===== config.mk =====
export PLATFORM = sky130hd
export DESIGN_NAME = psg_chmem
export DESIGN_NICKNAME = d
export VERILOG_FILES = /design/src/rtl/core/psg_pkg.sv /design/src/rtl/core/psg_chmem.sv
export SDC_FILE = /design/constraint.sdc
export NUM_CORES = 1
export LEC_CHECK = 0
export ABC_AREA = 1
export BUFFER_PORTS_ARGS = -buffer_cell sky130_fd_sc_hd__buf_4
export CAP_MARGIN = 30
export CORE_AREA = 10 10 138 140
export DETAILED_ROUTE_END_ITERATION = 16
export DIE_AREA = 0 0 148 150
export MAX_ROUTING_LAYER = met4
export PLACE_DENSITY_LB_ADDON = 0.25
export SLEW_MARGIN = 40
export SYNTH_ARGS = -nofsm -noshare
export SYNTH_HDL_FRONTEND = slang
export SYNTH_SLANG_ARGS = --single-unit

===== constraint.sdc =====
create_clock -name clock -period 3.5 [get_ports clock]
set_input_delay 0.7 -clock clock [delete_from_list [all_inputs] [get_ports clock]]
set_output_delay 0.7 -clock clock [all_outputs]
set_load 0.05 [all_outputs]

===== src/rtl/core/psg_pkg.sv =====
// Package: types, tables and constants of the PSG ADSR envelope driver.
package psg_pkg;

   localparam int CHANNELS            = 4;
   localparam int CH_W                = $clog2(CHANNELS);
   localparam int NOTE_TABLE_SIZE     = 96;
   localparam int INSTRUMENTS_DEFAULT = 24;
   localparam int ROM_SIZE            = 32;
   localparam int BUF_BYTES           = 8;

   localparam logic [7:0] LATCH_BIT    = 8'h80;
   localparam logic [3:0] ATTEN_OFF    = 4'd15;
   localparam logic [7:0] NOTE_BIAS    = 8'd12;
   localparam logic [7:0] DUAL_OFFSET  = 8'd76;
   localparam logic [4:0] INST_DUAL    = 5'd10;
   localparam logic [2:0] REG_NOISE    = 3'd6;
   localparam logic [2:0] REG_TONE_C   = 3'd4;
   localparam logic [1:0] CH_NOISE     = 2'd3;
   localparam logic [1:0] CH_TONE_C    = 2'd2;

   typedef enum logic [2:0] {
      OP_NOTE_ON     = 3'd0,
      OP_NOTE_OFF    = 3'd1,
      OP_INSTRUMENT  = 3'd2,
      OP_TICK        = 3'd3,
      OP_RELEASE_ALL = 3'd4,
      OP_SILENCE     = 3'd5,
      OP_RESET       = 3'd6
   } op_type;

   typedef enum logic [2:0] {
      ST_IDLE,
      ST_READ,
      ST_EXEC,
      ST_DRAIN,
      ST_FLUSH
   } state_type;

   typedef struct packed {
      op_type      operation;
      logic [1:0]  channel;
      logic [7:0]  hw_channel;
      logic [7:0]  value;
   } req_type;

   typedef struct packed {
      logic [7:0]  port_byte;
      logic        byte_valid;
      logic [1:0]  channel_out;
      logic        last;
   } rsp_type;

   typedef struct packed {
      logic [4:0]  inst;
      logic [7:0]  shift;
      logic        key;
      logic        peak;
      logic [3:0]  peak_lvl;
      logic [8:0]  steps;
      logic [8:0]  periods;
      logic [3:0]  sus;
      logic [2:0]  tick;
      logic [3:0]  level;
   } ch_state_type;

   typedef struct packed {
      logic                rd_en;
      logic                wr_en;
      logic [CH_W-1:0]     addr;
      ch_state_type        wr_data;
   } mem_req_type;

   typedef struct packed {
      logic [3:0]  amp;
      logic [2:0]  atk;
      logic [2:0]  dec;
      logic [3:0]  sus;
      logic [2:0]  rel;
      logic [7:0]  tp;
      logic        noise;
      logic [2:0]  nflags;
   } instr_type;

   localparam logic [9:0] PERIOD_ROM [NOTE_TABLE_SIZE] = '{
      10'h0,10'h0,10'h0,10'h0,10'h0,10'h0, 10'h0,10'h0,10'h0,10'h0,10'h0,10'h0,
      10'h0,10'h0,10'h0,10'h0,10'h0,10'h0, 10'h0,10'h0,10'h0,10'h0,10'h0,10'h0,
      10'h0,10'h0,10'h0,10'h0,10'h0,10'h0, 10'h0,10'h0,10'h0,10'h3f9,10'h3c0,10'h38a,
      10'h357,10'h327,10'h2fa,10'h2cf,10'h2a7,10'h281,
      10'h25d,10'h23b,10'h21b,10'h1fc,10'h1e0,10'h1c5,
      10'h1ac,10'h194,10'h17d,10'h168,10'h153,10'h140,
      10'h12e,10'h11d,10'h10d,10'h0fe,10'h0f0,10'h0e2,
      10'h0d6,10'h0ca,10'h0be,10'h0b4,10'h0aa,10'h0a0,
      10'h097,10'h08f,10'h087,10'h07f,10'h078,10'h071,
      10'h06b,10'h065,10'h05f,10'h05a,10'h055,10'h050,
      10'h04c,10'h047,10'h043,10'h040,10'h03c,10'h039,
      10'h035,10'h032,10'h030,10'h02d,10'h02a,10'h028,
      10'h026,10'h024,10'h022,10'h020,10'h01e,10'h01c
   };

   localparam logic [3:0] ATTEN_ROM [16] = '{
      4'd15, 4'd12, 4'd9, 4'd7, 4'd6, 4'd5, 4'd4, 4'd3,
      4'd3, 4'd2, 4'd2, 4'd1, 4'd1, 4'd1, 4'd0, 4'd0
   };

   function automatic instr_type instr_rom(input logic [4:0] idx);
      instr_type r;
      case (idx)
         5'd0:  r = '{4'hD,3'd0,3'd4,4'h0,3'd2,8'd0,  1'b0,3'd0};
         5'd1:  r = '{4'hA,3'd0,3'd0,4'hA,3'd6,8'd0,  1'b0,3'd0};
         5'd2:  r = '{4'hD,3'd0,3'd4,4'h0,3'd2,8'd0,  1'b0,3'd0};
         5'd3:  r = '{4'hE,3'd0,3'd3,4'h0,3'd3,8'd12, 1'b1,3'd4};
         5'd4:  r = '{4'hF,3'd0,3'd3,4'h0,3'd2,8'd12, 1'b0,3'd0};
         5'd5:  r = '{4'h8,3'd0,3'd0,4'h8,3'd6,8'd0,  1'b0,3'd0};
         5'd6:  r = '{4'hF,3'd0,3'd6,4'h0,3'd6,8'd244,1'b0,3'd0};
         5'd7:  r = '{4'h6,3'd0,3'd3,4'h0,3'd0,8'd0,  1'b1,3'd4};
         5'd8:  r = '{4'hC,3'd0,3'd4,4'h0,3'd0,8'd0,  1'b1,3'd5};
         5'd9:  r = '{4'hC,3'd0,3'd4,4'h4,3'd4,8'd0,  1'b1,3'd6};
         5'd10: r = '{4'hB,3'd2,3'd5,4'h0,3'd5,8'd0,  1'b1,3'd7};
         5'd11: r = '{4'h7,3'd0,3'd1,4'h5,3'd1,8'd0,  1'b1,3'd4};
         5'd12: r = '{4'hB,3'd4,3'd5,4'h0,3'd5,8'd0,  1'b1,3'd4};
         5'd13: r = '{4'hF,3'd0,3'd2,4'h0,3'd2,8'd0,  1'b1,3'd1};
         5'd14: r = '{4'hC,3'd0,3'd1,4'h0,3'd0,8'd32, 1'b0,3'd0};
         5'd15: r = '{4'hD,3'd0,3'd4,4'h0,3'd4,8'd43, 1'b0,3'd0};
         5'd16: r = '{4'hF,3'd1,3'd2,4'h0,3'd2,8'd44, 1'b0,3'd0};
         5'd17: r = '{4'hA,3'd0,3'd4,4'h0,3'd0,8'd0,  1'b1,3'd5};
         5'd18: r = '{4'hF,3'd0,3'd4,4'hF,3'd4,8'd0,  1'b1,3'd6};
         5'd19: r = '{4'hF,3'd3,3'd4,4'h8,3'd1,8'd0,  1'b0,3'd0};
         5'd20: r = '{4'h8,3'd0,3'd2,4'h0,3'd2,8'd0,  1'b0,3'd0};
         5'd21: r = '{4'hB,3'd0,3'd3,4'h0,3'd0,8'd0,  1'b1,3'd0};
         5'd22: r = '{4'h9,3'd0,3'd2,4'h0,3'd0,8'd72, 1'b0,3'd0};
         5'd23: r = '{4'hB,3'd0,3'd3,4'h0,3'd0,8'd0,  1'b1,3'd0};
         default: r = '0;
      endcase
      return r;
   endfunction

endpackage


===== src/rtl/core/psg_chmem.sv =====
// Per-channel state memory: one write and one registered read per cycle.
module psg_chmem (
   input  logic                   clock,
   input  logic                   reset,
   input  psg_pkg::mem_req_type   mem_req,
   output psg_pkg::ch_state_type  rd_data
);

   psg_pkg::ch_state_type           mem [psg_pkg::CHANNELS];
   logic [psg_pkg::CHANNELS-1:0]    valid_ff;
   logic [psg_pkg::CHANNELS-1:0]    valid_in;
   psg_pkg::ch_state_type           data_ff;
   logic                            hit_ff;

   always_ff @(posedge clock) begin
      if (mem_req.wr_en) begin
         mem[mem_req.addr] <= mem_req.wr_data;
      end
      if (mem_req.rd_en) begin
         data_ff <= mem[mem_req.addr];
      end
   end

   always_comb begin
      valid_in = valid_ff;
      if (mem_req.wr_en) begin
         valid_in[mem_req.addr] = 1'b1;
      end
   end

   always_ff @(posedge clock) begin
      if (reset) begin
         valid_ff <= '0;
         hit_ff   <= 1'b0;
      end else begin
         valid_ff <= valid_in;
         if (mem_req.rd_en) begin
            hit_ff <= valid_ff[mem_req.addr];
         end
      end
   end

   assign rd_data = hit_ff ? data_ff : '0;

endmodule


Word-level counts from Yosys, hierarchy flattened
Memory sizes are Yosys's and may differ from the RTL's. A register that Yosys moved wholly into a read port is not among the register bits.
Cells that the tools add are included.

storage, ports and cells
  logic and storage cells = 14
  output and inout bits = 48
  bits in writable memories = 192
  memories kept = 1
  input port bits = 54
  bits in registers = 5

operators by class
  bitwise gates (word level) = 1
  magnitude comparators = 2
  mux-type cells = 7
  reductions and logical operators = 1

memories
  memory  depth  width  rd ports  clocked after memory_dff  wr ports  RTL line        source
  mem     4      48     1         1                         1         psg_chmem.sv:9  psg_pkg::ch_state_type mem [psg_pkg::CHANNELS];

operator list
  operator            count
  $mux 48             1
  $mux 1              4
  $or 4x4->4          1
  $lt 2x3->1 const B  1
  $bmux 1 s2          1
  $demux 1 s2         1
  $ge 2x1->1 const B  1
  $logic_and 1x1->1   1

Logic depth before layout (Yosys ltp)
  depth in word-level cells = 5
  gate-level depth with buffers = 6
  depth with buffers taken out = 5

Worst setup path after synthesis
Ideal clock, no wire load.

  path kind = input port to flip-flop
  start point = in mem_req[49] (netlist name)
  end point = mem mem[0][0] (netlist name), enable pin
  stages on the path = 4
  arrival time = 2.123 ns
  setup time = 0.403 ns
  path buffers = 1
  required time = 3.097 ns
  slack = 0.974 ns
  path through = nor2_1 -> buf_2 -> nand2_1 -> inv_1

RTL lines
  element          RTL line        source
  start, declared  psg_chmem.sv:5  input psg_pkg::mem_req_type mem_req,
  end, declared    psg_chmem.sv:9

No word-level cell before the write port.

==> results by stage <==
Outcome:
- The flow ran to the end, and the final reports show no timing, DRC or antenna violations.

Worst setup path:
- The largest stage delay on the critical path is just over 700 ps.
- The cell with the largest stage delay on the worst path is dfxtp_2.
- The library cell appearing most often on the critical path is buf_4.
- The worst setup path is launched from a flop.
- The critical path in this run is classified as flop to output port.
- Data on the critical path is required at its endpoint by 2800 ps.
- In this run the worst path has a maximum fanout of 26.
- The worst setup path is captured at an output port.
- Walking the worst path, the cells encountered are buf_4, nand2_1, inv_1, buf_4.
- The data arrival time of the critical path is ~1900 ps.

Clocking:
- TritonCTS built the clock tree.
- The number of gates resized after CTS was 0.
- In this run the clock root is driven by a clkbuf_16.
- The CTS clock-pin slew for the worst setup and hold paths is ~60 ps.
- The later-pin clock latency in the skew report is between 400 and 500 ps.
- The hold-fix buffer count after cts is 0.
- The total CTS buffers is 24.
- Counting along the longest clock path gives a buffer depth of 3.
- The buffer count from post-CTS setup fixing is 0.
- In this run the number of H-tree levels came out at 1.
- The tree built by TritonCTS fans out to roughly 250 sinks.

Power and ir drop:
- The total power per unit cell area is 580.6 mW/mm^2.
- The cell leakage power is between 0.004 and 0.005 uW.
- The worst-case IR drop observed on VDD is 0.4861 mV.

Layout:
- The area growth from synthesis to layout is 19.65%.
- The final-layout fill cell count is 1,215.
- The area taken by flip-flops and latches is 0.007308 sq mm.
- The post-layout net count is about 740.
- For this run, the share of the core covered by cells in the final layout is 0.6487.
- Summing all multi-input logic gate instances after layout gives 0.001249 sq mm.
- The number of antenna diodes in the final layout is 0.
- Of the cells placed in the final design, the portion with a size suffix greater than 1 is 0.2136.

Timing:
- The worst pin sits at a relative slew slack of 0.5268.
- Static timing analysis puts the maximum clock frequency at 381.2 MHz.
- At the pin with the least slew margin, the transition time is slightly above 700 ps.
- The clock skew is 6.301 ps.
- The minimum clock period after layout is 2623 ps.
- Setup repair after global routing left no endpoint under its margin.
- The max-slew violation count came to 0.
- The summed negative setup slack over all endpoints is 0 ps.
- Setup violations remaining at the end of the flow were counted as 0.
- In the finished design, the share of the clock period the worst path needs comes to 0.7495.
- The final count of hold timing violations is 0.

Floorplanning:
- The number of placed I/O pins is 102.
- The vertical extent of the die is about 150 um.
- In this run the horizontal extent of the chip is 148 um.
- The core region is 0.01635 sq mm.
- For this configuration, the core starts out at a cell density of 0.5422.
- The die area is approximately 0.022 sq mm.
- The number of core rows is 47.

Synthesis:
- The share of the synthesized area in compound gates (AO/OA/AOI/OAI) is 0.05392.
- The share of the Yosys chip area taken by registers is 0.8244.
- The average footprint of a synthesized cell is approximately 15 sq um.
- The net count after synthesis is 630.
- The count of mapped cells out of synthesis is about 580.
- The xor-xnor portion of the synthesized cell area is 0.
- Counting distinct cell types in the post-synthesis netlist gives 16.
- The synthesized design contains 245 register bits.
- The main combinational cell family by area after synthesis is simple AND/OR/NAND/NOR gates.
- The number of synthesis warnings is 0.
- After synthesis, the share of cell area in mux cells is 0.
- The post-synthesis share of cell area spent on and, or, nand and nor gates is 0.08470.
- The cell area after synthesis is 0.008864 sq mm.
- Of the total synthesized cell area, the portion taken by full adders, half adders and majority gates is 0.

Global routing:
- In the global route stage, met2 resource usage came out at 0.2689.
- The pin count of the biggest net entering global routing is 51.
- Across every metal layer, demand over resource in global routing totals 0.1572.
- The wire length of the first global-routing pass is about 27 mm.
- For this run, global-route usage on met1 was measured as 0.1895.
- For met3 alone, demand over resource in global routing was 0.02717.
- For this run the aggregate overflow at the end of global routing stands at 0.
- The global-route layer with the greatest usage is met2.
- The initial antenna violation count is 0.
- The via count of the first global-routing pass came to 5,052.

Routing:
- After detailed routing, the number of remaining DRC violations is 0.
- The number of nets with antenna violations after routing is 0.
- The number of violations reported at the end of detailed-routing iteration 0 is 334.
- The total number of vias is slightly below 5k.
- The first TritonRoute pass finished after 5 iterations.
- In the final routed layout, each cell accounts on average for 18.75 um.
- Dividing the detail-routed via count by the number of cells gives 5.241.
- For this block, the routed nets add up to around 17 mm of wire.

Place:
- The number of I/O port buffers is 101.
- Detailed placement ended at an HPWL of 10.29 mm.
- The congestion estimate from routability-driven global placement came to between 0.7 and 0.8.

Hold path:
- The tightest min-delay check is of the primary input to flop type.

Job:
- Across the run, the number of max-cap violations was 0.
-- area by class of cell --
class / count / area share
timing repair buffer: 112 / 0.08046
multi-input combinational: 250 / 0.1177
tap: 220 / 0.02596
inverter: 56 / 0.01982
clock buffer: 37 / 0.06418
sequential: 245 / 0.6891
clock inverter: 7 / 0.002714
-- sequential cells by signal (all words and copies together) (netlist names) --
| signal | count |
|---|---|
| mem | 192 |
| data_ff | 48 |
| valid_ff | 4 |
| hit_ff | 1 |
-- layer usage --
layer / vias to the layer above / share of wire
met2: 150 / 0.51
met5: - / 0
met1: 2367 / 0.41
li1: 2308 / -
met3: 33 / 0.057
met4: 0 / 0.022
-- worst max-delay path: cells and delay by family (launching register included) --
kind	cells	cell delay (ps)
buffers and inverters	3	620
DFF	1	720
and+or+nand+nor	1	90
-- layout by cell type (no fill, tap or decap) --
master	netlist	layout
dfxtp_1	5	4
inv_2	6	7
buf_12	0	1
nand3_1	4	4
clkbuf_8	0	1
clkbuf_16	0	25
dfxtp_2	0	1
o21a_1	3	3
clkinv_2	0	2
inv_1	50	49
nor2_1	6	4
clkbuf_1	11	11
edfxtp_1	240	240
nand2_1	157	157
nor2_4	0	3
buf_4	4	111
clkinv_1	0	5
nand4_1	18	18
o21ai_0	1	1
a22oi_1	60	60
-- worst paths after layout --
path / start / to / slack (ps) / cells after the start
hold / removal: reset / valid_ff[0] / 380 / 2
setup / recovery: hit_ff / rd_data[5] / 880 / 4
hold reg to reg: valid_ff[0] / valid_ff[0] / 490 / 2
setup reg to reg: hit_ff / hit_ff / 2190 / 3
-- stage by stage --
| step | hold slack (ps) | power (uW) | cell area [sq um] | cells | setup WS (ps) |
|---|---|---|---|---|---|
| after floorplan | 440.3 | 3721 | 8864 | 576 | 973.7 |
| after global placement | 457.0 | 3902 | 9896 | 883 | 1274 |
| after detailed placement | 463.8 | 3920 | 9896 | 883 | 1260 |
| after CTS | 367.6 | 6217 | 10610 | 927 | 826.6 |
| after global routing | 365.3 | 6372 | 10610 | 927 | 759.6 |
| final | 380.7 | 6157 | 10610 | 927 | 876.7 |
-- cells by family after synthesis --
logic type | after synthesis
AOI/OAI and AO/OA | 64
DFF | 245
buffers and inverters | 81
and+or+nand+nor | 186
-- synthesized netlist by cell type (all sizes together) --
library cell / n / area (sq um)
o21ai: 1 / 5.000
edfxtp: 240 / 7207
dfxtp: 5 / 100.1
nor2: 7 / 28.78
nand4: 18 / 112.6
o21a: 3 / 22.52
a22oi: 60 / 450.4
clkbuf: 11 / 41.29
nand3: 4 / 20.02
buf: 14 / 76.32
nand2: 157 / 589.3
inv: 56 / 210.2
-- power by group --
group          switching, uW  total, uW  internal (uW)  leakage (uW)
sequential              48.6       3450           3400       0.00228
clock                    973       2300           1330      0.000344
combinational            273        398            126       0.00156
total                   1290       6160           4860       0.00419
Note: power is estimated with default switching activity, not from simulation.
